===== config.mk =====
export PLATFORM = sky130hd
export DESIGN_NAME = cphl_queue
export DESIGN_NICKNAME = d
export VERILOG_FILES = /design/src/cphl_pkg.sv /design/src/cphl_queue.sv
export SDC_FILE = /design/constraint.sdc
export NUM_CORES = 1
export LEC_CHECK = 0
export BUFFER_PORTS_ARGS = -buffer_cell sky130_fd_sc_hd__buf_2
export CELL_PAD_IN_SITES_DETAIL_PLACEMENT = 1
export CELL_PAD_IN_SITES_GLOBAL_PLACEMENT = 2
export CORE_AREA = 3 3 341 343
export CTS_CLUSTER_DIAMETER = 200
export DETAILED_ROUTE_END_ITERATION = 10
export DIE_AREA = 0 0 344 346
export PLACE_DENSITY_LB_ADDON = 0.15
export SLEW_MARGIN = 20
export SYNTH_ARGS = -nofsm -noshare
export SYNTH_HDL_FRONTEND = slang
export SYNTH_SLANG_ARGS = --single-unit

===== constraint.sdc =====
create_clock -name clk -period 27 [get_ports clk]
set_input_delay 8.1 -clock clk [delete_from_list [all_inputs] [get_ports clk]]
set_output_delay 8.1 -clock clk [all_outputs]
set_load 0.01 [all_outputs]

===== src/cphl_pkg.sv =====
// shared types, constants and helpers of the capsule distance huber loss block
package cphl_pkg;

    localparam int COORD_W     = 32;
    localparam int DIFF_W      = 33;
    localparam int ACC_W       = 66;
    localparam int T_W         = 48;
    localparam int T_HALF_W    = 24;
    localparam int VEC_W       = 35;
    localparam int MAG_W       = 34;
    localparam int SQ_W        = 68;
    localparam int ROOT_W      = 34;
    localparam int SREM_W      = 36;
    localparam int DIST_W      = 32;
    localparam int LOSS_W      = 64;
    localparam int RAD_W       = 31;
    localparam int QUEUE_DEPTH_DEF = 2;
    localparam logic [ACC_W-1:0] AXIS_SQ_MAX = ACC_W'(4);

    typedef enum logic [1:0] {
        REGION_CAP_A  = 2'd0,
        REGION_SHAFT  = 2'd1,
        REGION_CAP_B  = 2'd2,
        REGION_SPHERE = 2'd3
    } region_t;

    typedef enum logic [2:0] {
        CFG_END_A_X    = 3'd0,
        CFG_END_A_Y    = 3'd1,
        CFG_END_A_Z    = 3'd2,
        CFG_END_B_X    = 3'd3,
        CFG_END_B_Y    = 3'd4,
        CFG_END_B_Z    = 3'd5,
        CFG_CAP_RADIUS = 3'd6,
        CFG_HUBER_W    = 3'd7
    } cfg_idx_t;

    typedef enum logic [1:0] {
        F_IDLE,
        F_MUL,
        F_PUSH
    } front_state_t;

    typedef enum logic [2:0] {
        B_IDLE,
        B_DIV,
        B_OFF,
        B_SQ,
        B_SQRT,
        B_DIST,
        B_HUB,
        B_DONE
    } back_state_t;

    typedef struct packed {
        logic signed [COORD_W-1:0] vertex_x;
        logic signed [COORD_W-1:0] vertex_y;
        logic signed [COORD_W-1:0] vertex_z;
        logic                      last_vertex;
    } in_item_t;

    typedef struct packed {
        logic [DIST_W-1:0] surface_distance;
        logic [1:0]        region;
        logic [LOSS_W-1:0] point_loss;
        logic [LOSS_W-1:0] total_loss;
        logic              last_out;
    } out_item_t;

    typedef struct packed {
        logic [2:0][COORD_W-1:0] end_a;
        logic [2:0][COORD_W-1:0] end_b;
        logic [RAD_W-1:0]        cap_radius;
        logic [RAD_W-1:0]        huber_width;
    } geom_t;

    // one classified vertex handed from front to back
    typedef struct packed {
        logic [2:0][DIFF_W-1:0] u;
        logic [2:0][DIFF_W-1:0] v;
        logic [2:0][DIFF_W-1:0] w;
        logic [ACC_W-1:0]       dot;
        logic [ACC_W-1:0]       len2;
        region_t                region;
        logic                   last;
    } job_t;

    function automatic logic [DIFF_W-1:0] mag_diff(input logic [DIFF_W-1:0] x);
        return x[DIFF_W-1] ? (~x + DIFF_W'(1)) : x;
    endfunction

    function automatic logic [MAG_W-1:0] mag_vec(input logic [VEC_W-1:0] x);
        logic [VEC_W-1:0] m;
        m = x[VEC_W-1] ? (~x + VEC_W'(1)) : x;
        return m[MAG_W-1:0];
    endfunction

endpackage


===== src/cphl_queue.sv =====
// short job queue between front and back end
module cphl_queue
    import cphl_pkg::*;
#(
    parameter int DEPTH = QUEUE_DEPTH_DEF
)
(
    input  logic clk,
    input  logic rst_n,
    input  job_t wr_data,
    input  logic wr_valid,
    output logic wr_ready,
    output job_t rd_data,
    output logic rd_valid,
    input  logic rd_take
);

    localparam int PTR_W = (DEPTH > 1) ? $clog2(DEPTH) : 1;
    localparam int CNT_W = $clog2(DEPTH + 1);

    job_t             slot [DEPTH];
    logic [PTR_W-1:0] wr_ptr_reg, rd_ptr_reg;
    logic [CNT_W-1:0] count_reg;
    logic             do_wr, do_rd;

    assign wr_ready = (count_reg != CNT_W'(DEPTH));
    assign rd_valid = (count_reg != '0);
    assign rd_data  = slot[rd_ptr_reg];
    assign do_wr    = wr_valid && wr_ready;
    assign do_rd    = rd_take && rd_valid;

    function automatic logic [PTR_W-1:0] wrap_inc(input logic [PTR_W-1:0] p);
        return (p == PTR_W'(DEPTH - 1)) ? '0 : p + PTR_W'(1);
    endfunction

    always_ff @(posedge clk or negedge rst_n)
    begin
        if (!rst_n)
        begin
            wr_ptr_reg <= '0;
            rd_ptr_reg <= '0;
            count_reg  <= '0;
        end
        else
        begin
            if (do_wr) wr_ptr_reg <= wrap_inc(wr_ptr_reg);
            if (do_rd) rd_ptr_reg <= wrap_inc(rd_ptr_reg);
            if (do_wr && !do_rd)
                count_reg <= count_reg + CNT_W'(1);
            else if (do_rd && !do_wr)
                count_reg <= count_reg - CNT_W'(1);
        end
    end

    always_ff @(posedge clk)
    begin
        if (do_wr)
            slot[wr_ptr_reg] <= wr_data;
    end

endmodule


==> metrics.md <==
| Metric | Value |
|---|---|
| Worst-Margin Slew | `1.12 ns` |
| Nets | `2737` |
| GRT overflow | `0` |
| Remaining DRCs | `0` |
| Setup Viol. Count Final | `0` |
| Min Clock Period, post-route | `12.83 ns` |
| Pleak | `16.5 nW` |
| Sum Neg Setup Slack | `0 ns` |
| Buf+Inv Stages, Crit Path | `4` |
| Top delay family on crit path | `buffers and inverters` |
| Clock Sinks | `868` |
| Kind of critical path | `reg2out` |
| Synth Instances | `1362` |
| CTS buffer count | `98` |
| PnR worst setup slack | `14.17 ns` |
| R2r startpoint | `count_reg[0]` |
| Hold_buf cts | `0` |
| Hold Crit Class | `reg2reg` |
| Full die area | `119000 um^2` |
| Timing startpoint of the critical path | `rd_ptr_reg` |
| Max stage delay on crit path | `0.92 ns` |
| Gpl congestion | `0.775` |
| Largest net degree at the start of global routing | `157` |
| Clock Tree Buf Depth | `3` |
| Crit-path max FO | `123` |
| PortBufs | `869` |
| Share of layout cells above drive strength 1 | `61.3%` |
| Die H | `346 um` |
| Pwr Total | `0.00476 W` |
| Final-report max-slew violation count | `0` |
| DR WL/cell | `23.8 um` |
| Syn avg cell area | `24.2 um^2` |
| H-tree levels | `3` |
| GRT Util Overall | `15.1%` |
| Pwr dens | `113 nW/um^2` |
| Clk_lat worst skew | `0.66 ns` |
| CP Data Arrival Time | `4.73 ns` |
| Routed wire length | `93500 um` |
| Reg-to-Reg End | `slot[0][300]` |
| Crit share post-route | `47.5%` |
| Critical path launch point type | `flop` |
| Final HPWL from detailed placement | `67500 um` |
| Chip Width | `344 um` |
| Critical path depth | `5` |
| Flops & latches, synth | `868` |
| TritonRoute pass-1 iters | `4` |
| DP Worst Slack | `14.19 ns` |
| R2R Setup Slk | `21.85 ns` |
| Synth warn | `0` |
| Max_cap viols | `0` |
| Most common cell after layout, fill and taps aside | `buf_2` |
| Fmax achieved | `0.0780 GHz` |
| Sequential element share of the synthesized area | `79.1%` |
| CTS clk-pin slew, worst paths | `0.06 ns` |
| CP dominant cell by count | `buf_4` |
| Reg2Reg Depth | `7` |
| First-pass GRT wire length | `130000 um` |
| Max reg flops | `864` |
| Status | `finished, final reports clean` |
| Synth unique cells | `16` |
| Core footprint | `114000 um^2` |
| Fin. Hold Viols | `0` |
| Rows | `124` |
| Leading cell types in the layout, fill and taps excluded | `869 x buf_2, 864 x edfxtp_1, 370 x mux2_4` |
| CP Cell Sequence | `buf_4 > buf_12 > buf_4 > mux2_4 > buf_2` |
| Fill cells | `11500` |
| # IOs | `870` |
| Via Count | `16700` |
| WP data required | `18.90 ns` |
| Fin cells | `3928` |
| CP Capture Point | `rd_data[94]` |
| P&R area growth vs syn | `27.7%` |
| Root buf cell | `clkbuf_16` |
| CTS tree | `yes` |
| Unrepaired setup endpoints after global routing | `no` |
| Worst setup EP type | `primary output` |
| Syn_nets | `1799` |
| Placed Instances | `3712` |
| Initial antenna violation count | `72` |
| Worst Skew | `0.0285 ns` |
| Initial DRC Count | `852` |
| Rel. slew slack | `25.1%` |
| DRT antenna net count | `0` |
| Post-Syn Area | `32900 um^2` |
| Vias per cell | `4.24` |
| Worst hold margin | `0.527 ns` |
| Vias in the first global route | `18300` |
| Post-CTS Setup Repair Bufs | `0` |
| Starting Density | `28.9%` |
| Slowest cell on crit path | `dfrtp_4` |
| Cts repair resizes | `0` |
| Max VDD drop | `0.0924 mV` |
==> metrics by stage <==
| stage | utilization (%) | instance area [um^2] |
|---|---|---|
| after floorplan | - | 32900 |
| after CTS | 36.9 | 42000 |
| after global placement | 34.1 | 38800 |
| after detailed placement | 34.1 | 38800 |
| after global routing | 36.9 | 42000 |
| final | 36.9 | 42100 |
==> worst min-delay path by stage <==
stage,depth (start not counted),slack (ns),start,to
floorplan,1,0.46,count_reg[1],count_reg[1]
finish,1,0.53,count_reg[1],count_reg[1]
global placement,1,0.47,count_reg[1],count_reg[1]
global route,1,0.54,count_reg[1],count_reg[1]
CTS,1,0.52,count_reg[1],count_reg[1]
detailed placement,1,0.52,count_reg[1],count_reg[1]
==> cell type report <==
cell class / instances / area [um^2] / share of cell area (%)
sequential: 868 / 26000 / 61.9
multi-input combinational: 445 / 6360 / 15.1
timing repair buffer: 886 / 4510 / 10.7
clock buffer: 125 / 2650 / 6.29
tap: 1512 / 1890 / 4.50
clock inverter: 55 / 514 / 1.22
antenna: 36 / 90.1 / 0.214
inverter: 1 / 3.75 / 0.00892
==> where the power goes <==
| group | internal (W) | leakage (nW) | switching [W] |
|---|---|---|---|
| Sequential | 0.00185 | 8.07 | 0.0000885 |
| Clock | 0.000769 | 1.54 | 0.000526 |
| Combinational | 0.000708 | 6.84 | 0.000826 |
| Total | 0.00332 | 16.5 | 0.00144 |
==> kinds of logic (layout without fill, tap and decap cells) <==
logic type	after synthesis	count (layout)	synth area share [%]
fa+ha+maj	1	1	0.0380
simple gates	7	7	0.103
xor+xnor	5	5	0.133
buf+inv	49	1067	1.66
other cells	0	36	0
mux	432	432	19.0
flops	868	868	79.1
==> worst reg2reg max path: stages (launching register included) <==
cell and delay (ns):
dfrtp_1 0.42, nand2b_1 0.27, nand2_1 0.18, nor2_4 0.44, buf_4 0.89, buf_4 0.97, buf_4 0.84, buf_4 0.75
==> synthesized netlist by cell type <==
library cell	count	area, um^2
and3_1	1	6.26
buf_2	6	30.0
buf_6	31	349
buf_8	11	165
dfrtp_1	4	100
edfxtp_1	864	25900
ha_1	1	12.5
inv_1	1	3.75
mux2_2	62	698
mux2_4	370	5560
nand2_1	2	7.51
nand2b_1	1	6.26
nor2_1	2	7.51
or2_2	1	6.26
xnor2_1	3	26.3
xor2_1	2	17.5
==> routing by layer <==
metal	vias up	part of all wire [%]	routed length [um]	GRT usage [%]
met2	652	53	49900	28.0
met1	8362	33	31300	14.9
li1	7393	-	-	-
met4	52	3.1	2870	5.49
met3	198	9.7	9090	6.43
met5	-	0.37	344	0
Note: power is estimated with default switching activity, not from simulation.
