### config.mk
export PLATFORM = sky130hd
export DESIGN_NAME = cphl_front
export DESIGN_NICKNAME = d
export VERILOG_FILES = /design/src/cphl_pkg.sv /design/src/cphl_front.sv
export SDC_FILE = /design/constraint.sdc
export NUM_CORES = 2
export LEC_CHECK = 0
export BUFFER_PORTS_ARGS = -buffer_cell sky130_fd_sc_hd__buf_4
export CORE_ASPECT_RATIO = 0.5
export CORE_MARGIN = 3
export CORE_UTILIZATION = 60
export CTS_CLUSTER_SIZE = 40
export DETAILED_ROUTE_END_ITERATION = 8
export GPL_TIMING_DRIVEN = 0
export PLACE_DENSITY = 0.8
export SYNTH_ARGS = -nofsm -noshare
export SYNTH_HDL_FRONTEND = slang
export SYNTH_SLANG_ARGS = --single-unit
### constraint.sdc
create_clock -name clk -period 25 [get_ports clk]
set_input_delay 2.5 -clock clk [delete_from_list [all_inputs] [get_ports clk]]
set_output_delay 2.5 -clock clk [all_outputs]
set_load 0.02 [all_outputs]
### src/cphl_pkg.sv
// shared types, constants and helpers of the capsule distance huber loss block
package cphl_pkg;

    localparam int COORD_W     = 32;
    localparam int DIFF_W      = 33;
    localparam int ACC_W       = 66;
    localparam int T_W         = 48;
    localparam int T_HALF_W    = 24;
    localparam int VEC_W       = 35;
    localparam int MAG_W       = 34;
    localparam int SQ_W        = 68;
    localparam int ROOT_W      = 34;
    localparam int SREM_W      = 36;
    localparam int DIST_W      = 32;
    localparam int LOSS_W      = 64;
    localparam int RAD_W       = 31;
    localparam int QUEUE_DEPTH_DEF = 2;
    localparam logic [ACC_W-1:0] AXIS_SQ_MAX = ACC_W'(4);

    typedef enum logic [1:0] {
        REGION_CAP_A  = 2'd0,
        REGION_SHAFT  = 2'd1,
        REGION_CAP_B  = 2'd2,
        REGION_SPHERE = 2'd3
    } region_t;

    typedef enum logic [2:0] {
        CFG_END_A_X    = 3'd0,
        CFG_END_A_Y    = 3'd1,
        CFG_END_A_Z    = 3'd2,
        CFG_END_B_X    = 3'd3,
        CFG_END_B_Y    = 3'd4,
        CFG_END_B_Z    = 3'd5,
        CFG_CAP_RADIUS = 3'd6,
        CFG_HUBER_W    = 3'd7
    } cfg_idx_t;

    typedef enum logic [1:0] {
        F_IDLE,
        F_MUL,
        F_PUSH
    } front_state_t;

    typedef enum logic [2:0] {
        B_IDLE,
        B_DIV,
        B_OFF,
        B_SQ,
        B_SQRT,
        B_DIST,
        B_HUB,
        B_DONE
    } back_state_t;

    typedef struct packed {
        logic signed [COORD_W-1:0] vertex_x;
        logic signed [COORD_W-1:0] vertex_y;
        logic signed [COORD_W-1:0] vertex_z;
        logic                      last_vertex;
    } in_item_t;

    typedef struct packed {
        logic [DIST_W-1:0] surface_distance;
        logic [1:0]        region;
        logic [LOSS_W-1:0] point_loss;
        logic [LOSS_W-1:0] total_loss;
        logic              last_out;
    } out_item_t;

    typedef struct packed {
        logic [2:0][COORD_W-1:0] end_a;
        logic [2:0][COORD_W-1:0] end_b;
        logic [RAD_W-1:0]        cap_radius;
        logic [RAD_W-1:0]        huber_width;
    } geom_t;

    // one classified vertex handed from front to back
    typedef struct packed {
        logic [2:0][DIFF_W-1:0] u;
        logic [2:0][DIFF_W-1:0] v;
        logic [2:0][DIFF_W-1:0] w;
        logic [ACC_W-1:0]       dot;
        logic [ACC_W-1:0]       len2;
        region_t                region;
        logic                   last;
    } job_t;

    function automatic logic [DIFF_W-1:0] mag_diff(input logic [DIFF_W-1:0] x);
        return x[DIFF_W-1] ? (~x + DIFF_W'(1)) : x;
    endfunction

    function automatic logic [MAG_W-1:0] mag_vec(input logic [VEC_W-1:0] x);
        logic [VEC_W-1:0] m;
        m = x[VEC_W-1] ? (~x + VEC_W'(1)) : x;
        return m[MAG_W-1:0];
    endfunction

endpackage

### src/cphl_front.sv
// front end: takes a vertex beat, forms axis length and dot product, classifies
module cphl_front
    import cphl_pkg::*;
(
    input  logic     clk,
    input  logic     rst_n,
    input  logic     push,
    output logic     full,
    input  in_item_t in_item,
    input  geom_t    geom,
    output job_t     job,
    output logic     job_valid,
    input  logic     job_ready
);

    front_state_t state_reg, state_next;
    logic [2:0]   cnt_reg;
    logic [2:0][DIFF_W-1:0] u_reg, v_reg, w_reg;
    logic         last_reg;
    logic [ACC_W-1:0] prod_reg, len_reg, pos_reg, neg_reg;
    logic [DIFF_W-1:0] op_a, op_b;
    logic [2:0]   step;
    logic [1:0]   j;
    logic [2:0][DIFF_W-1:0] u_in, v_in, w_in;
    logic [COORD_W-1:0] p_in [3];
    logic         take;

    assign p_in[0] = in_item.vertex_x;
    assign p_in[1] = in_item.vertex_y;
    assign p_in[2] = in_item.vertex_z;

    always_comb
    begin
        for (int i = 0; i < 3; i++)
        begin
            u_in[i] = {p_in[i][COORD_W-1], p_in[i]}
                    - {geom.end_a[i][COORD_W-1], geom.end_a[i]};
            v_in[i] = {geom.end_b[i][COORD_W-1], geom.end_b[i]}
                    - {geom.end_a[i][COORD_W-1], geom.end_a[i]};
            w_in[i] = {p_in[i][COORD_W-1], p_in[i]}
                    - {geom.end_b[i][COORD_W-1], geom.end_b[i]};
        end
    end

    assign take = (state_reg == F_IDLE) && push;
    assign step = cnt_reg - 3'd1;

    // steps 0..2 square the axis, steps 3..5 form |u_i||v_i|
    always_comb
    begin
        op_a = '0;
        op_b = '0;
        case (cnt_reg)
            3'd0, 3'd1, 3'd2:
            begin
                op_a = mag_diff(v_reg[cnt_reg[1:0]]);
                op_b = mag_diff(v_reg[cnt_reg[1:0]]);
            end
            3'd3, 3'd4, 3'd5:
            begin
                op_a = mag_diff(u_reg[2'(cnt_reg - 3'd3)]);
                op_b = mag_diff(v_reg[2'(cnt_reg - 3'd3)]);
            end
            default:
            begin
                op_a = '0;
                op_b = '0;
            end
        endcase
    end

    assign j = 2'(step - 3'd3);

    always_comb
    begin
        state_next = state_reg;
        case (state_reg)
            F_IDLE:  if (push) state_next = F_MUL;
            F_MUL:   if (cnt_reg == 3'd6) state_next = F_PUSH;
            F_PUSH:  if (job_ready) state_next = F_IDLE;
            default: state_next = F_IDLE;
        endcase
    end

    always_comb
    begin
        full      = (state_reg != F_IDLE);
        job_valid = (state_reg == F_PUSH);
    end

    // classification
    always_comb
    begin
        job.u    = u_reg;
        job.v    = v_reg;
        job.w    = w_reg;
        job.len2 = len_reg;
        job.dot  = pos_reg - neg_reg;
        job.last = last_reg;
        if (len_reg <= AXIS_SQ_MAX)
            job.region = REGION_SPHERE;
        else if (pos_reg <= neg_reg)
            job.region = REGION_CAP_A;
        else if ((pos_reg - neg_reg) >= len_reg)
            job.region = REGION_CAP_B;
        else
            job.region = REGION_SHAFT;
    end

    always_ff @(posedge clk or negedge rst_n)
    begin
        if (!rst_n)
        begin
            state_reg <= F_IDLE;
            cnt_reg   <= '0;
        end
        else
        begin
            state_reg <= state_next;
            if (take)
                cnt_reg <= '0;
            else if (state_reg == F_MUL)
                cnt_reg <= cnt_reg + 3'd1;
        end
    end

    always_ff @(posedge clk)
    begin
        prod_reg <= ACC_W'(op_a * op_b);
        if (take)
        begin
            u_reg    <= u_in;
            v_reg    <= v_in;
            w_reg    <= w_in;
            last_reg <= in_item.last_vertex;
            len_reg  <= '0;
            pos_reg  <= '0;
            neg_reg  <= '0;
        end
        else if (state_reg == F_MUL && cnt_reg != 3'd0)
        begin
            if (step < 3'd3)
                len_reg <= len_reg + prod_reg;
            else if (u_reg[j][DIFF_W-1] != v_reg[j][DIFF_W-1])
                neg_reg <= neg_reg + prod_reg;
            else
                pos_reg <= pos_reg + prod_reg;
        end
    end

endmodule

==> flow_summary.ini <==
[clock_network]
cts_hold_repair.buffers = 0
max-clock-path-buffers = 3
numCtsBuffers = 60
cts_sinks = 567
insertion_delay_ps = 740
cts_setup_buffers = 0
root_buffer = clkbuf_16
cts.repair.resized = 0
htreeDepth = 2
cts_tree = yes
clk_pin_slew_ps = 100

[route]
vias_per_cell = 6.278
postRouteWirelength_um = 353700
routedWlPerCell_um = 26.76
ant_nets = 0
drt-initial-drc-count = 9920
drcViolationCount = 0
drt_pass1_iterations = 7
via_count = 82985

[sta]
rsz0062_at_grt = false
period_share = 0.6384
setup_tns_ps = 0
skew_ps = 53.66
period_needed_ps = 15960
worst_pin_slew_ps = 1626
setup_violations = 0
fmax_ghz = 0.06266
hold_violations = 0
maxSlewHeadroom = -0.09132
slew_violations = 47

[setup_path]
path_buf_inv = 16
crit_slowest_cell = o21ai_1
max_stage_delay_ps = 1140
crit_fanout = 10
end_kind = register
cp.arrival_ps = 16590
cp.required_ps = 25630
worstSetupPathType = register to register
cp-start-kind = register
crit_top_cell = fa_1
path_delay_family = buffers and inverters

[global_route]
grt_use_total = 0.4626
grt_pass1_vias = 81049
grt_overflow = 0
grt_max_degree = 60
grt_pass1_wl_um = 512600
antenna_found_initial = 29

[cells_and_area]
drive_gt1_frac = 0.09034
n_fill_cell = 11827
final_nets = 13476
largest_reg_flops = 297
syn_to_final_growth_pct = 12.00

[floorplanning]
ioPinCount = 789
die_h_um = 275.0
design.core.area_um2 = 141800
start_util = 0.6124
rows = 97
die_area_um2 = 149600
die_w_um = 544.0

[synth]
syn_inst = 10458
synth_top_cell_by_area = fa_1
seq_area_frac_synth = 0.1654
synth_edf_count = 298
synth_area_per_cell_um2 = 8.301
synthArstFlopShare = 0.008818
ys_ff_latch = 567
yosys_warnings = 0
netlist_area_um2 = 86820
synthFlopType = edfxtp_1
synth_top_area_share = 0.2239
synth_common_cells = inv_1, nand2_1, fa_1
synth.most_common_cell = inv_1
ys_top_cells_by_area = fa_1, ha_1, edfxtp_1
ys_types = 98
syn_nets = 12672

[placed_design]
dp_hpwl_um = 296300
portBuffers = 726
gp_congestion = 1.074

[min_path]
hold_class = register to register

[outcome]
status = finished with violations
violations = max-capacitance violations, max-slew violations

[run]
maxCapViolations = 9
[cell type report]
type / instances / area, µm² / share of cell area
Multi-Input combinational cell: 7967 / 65100 / 0.6695
Sequential cell: 567 / 14360 / 0.1477
Timing Repair Buffer: 742 / 5689 / 0.05851
Inverter: 1499 / 5627 / 0.05787
Tap cell: 1881 / 2354 / 0.02420
Buffer: 425 / 1774 / 0.01825
Clock buffer: 66 / 1595 / 0.01641
Clock inverter: 47 / 679.4 / 0.006987
Antenna cell: 24 / 60.06 / 0.0006177
[cell families (layout without fill, tap and decap cells)]
group                      count (synthesis)  after routing  share of synthesized area
muxes                                    103            103                    0.01192
xor gates and xnor gates                 614            614                    0.06194
other                                      0             24                          0
buffers and inverters                   1924           2779                    0.08520
adders and majority gates               1859           1859                     0.3519
and+or+nand+nor                         3065           3065                     0.1567
AOI/OAI and AO/OA                       2326           2326                     0.1670
DFF                                      567            567                     0.1654
[per-layer routing]
layer  track usage  up-vias  part of all wire
met4        0.2776       26             0.073
met2        0.6942     5544              0.42
met3        0.1551     1278              0.14
met1        0.5792    39714              0.37
li1              -    36423                 -
met5       0.01235        -            0.0011
[stage by stage]
step / setup WS [ps] / area [µm²] / hold WS, ps / instances / utilization
after floorplan: 12940 / 86820 / 440.1 / 10458 / -
after global placement: 7167 / 94620 / 457.4 / 13065 / 0.6675
after detailed placement: 9701 / 94900 / 466.3 / 13081 / 0.6694
after CTS: 9604 / 97170 / 479.2 / 13194 / 0.6855
after global routing: 8834 / 97200 / 495.7 / 13205 / 0.6857
final: 9040 / 97230 / 477.6 / 13218 / 0.6859
[worst paths after layout]
check | startpoint | endpoint | slack [ps] | depth (start not counted)
hold reg to reg | pos_reg[65]$_SDFFE_PP0P_ | pos_reg[65]$_SDFFE_PP0P_ | 480 | 1
min in group asynchronous | rst_n | cnt_reg[0]$_DFFE_PN0P_ | 1540 | 1
setup reg to reg | cnt_reg[1]$_DFFE_PN0P_ | prod_reg[63]$_DFF_P_ | 9040 | 42
setup / recovery | cnt_reg[1]$_DFFE_PN0P_ | prod_reg[63]$_DFF_P_ | 9040 | 42
max in group asynchronous | rst_n | state_reg[1]$_DFFE_PN0P_ | 23310 | 1
hold / removal | pos_reg[65]$_SDFFE_PP0P_ | pos_reg[65]$_SDFFE_PP0P_ | 480 | 1
[cell usage in the layout, fill, tap and decap left out, types with 100 or more instances in the layout]
cell and instances:
a21o_1 361, a21oi_1 795, and2_1 104, buf_4 752
clkbuf_1 331, dfxtp_1 264, edfxtp_1 298, fa_1 971
ha_1 888, inv_1 1499, mux2i_1 100, nand2_1 1335
nand3_1 147, nand4_1 131, nor2_1 837, nor3_1 105
o21a_1 110, o21ai_0 429, xnor2_1 417, xor2_1 197
Power is not shown: default switching activity piles up to over one toggle a cycle in this logic, so the estimate is an artifact.
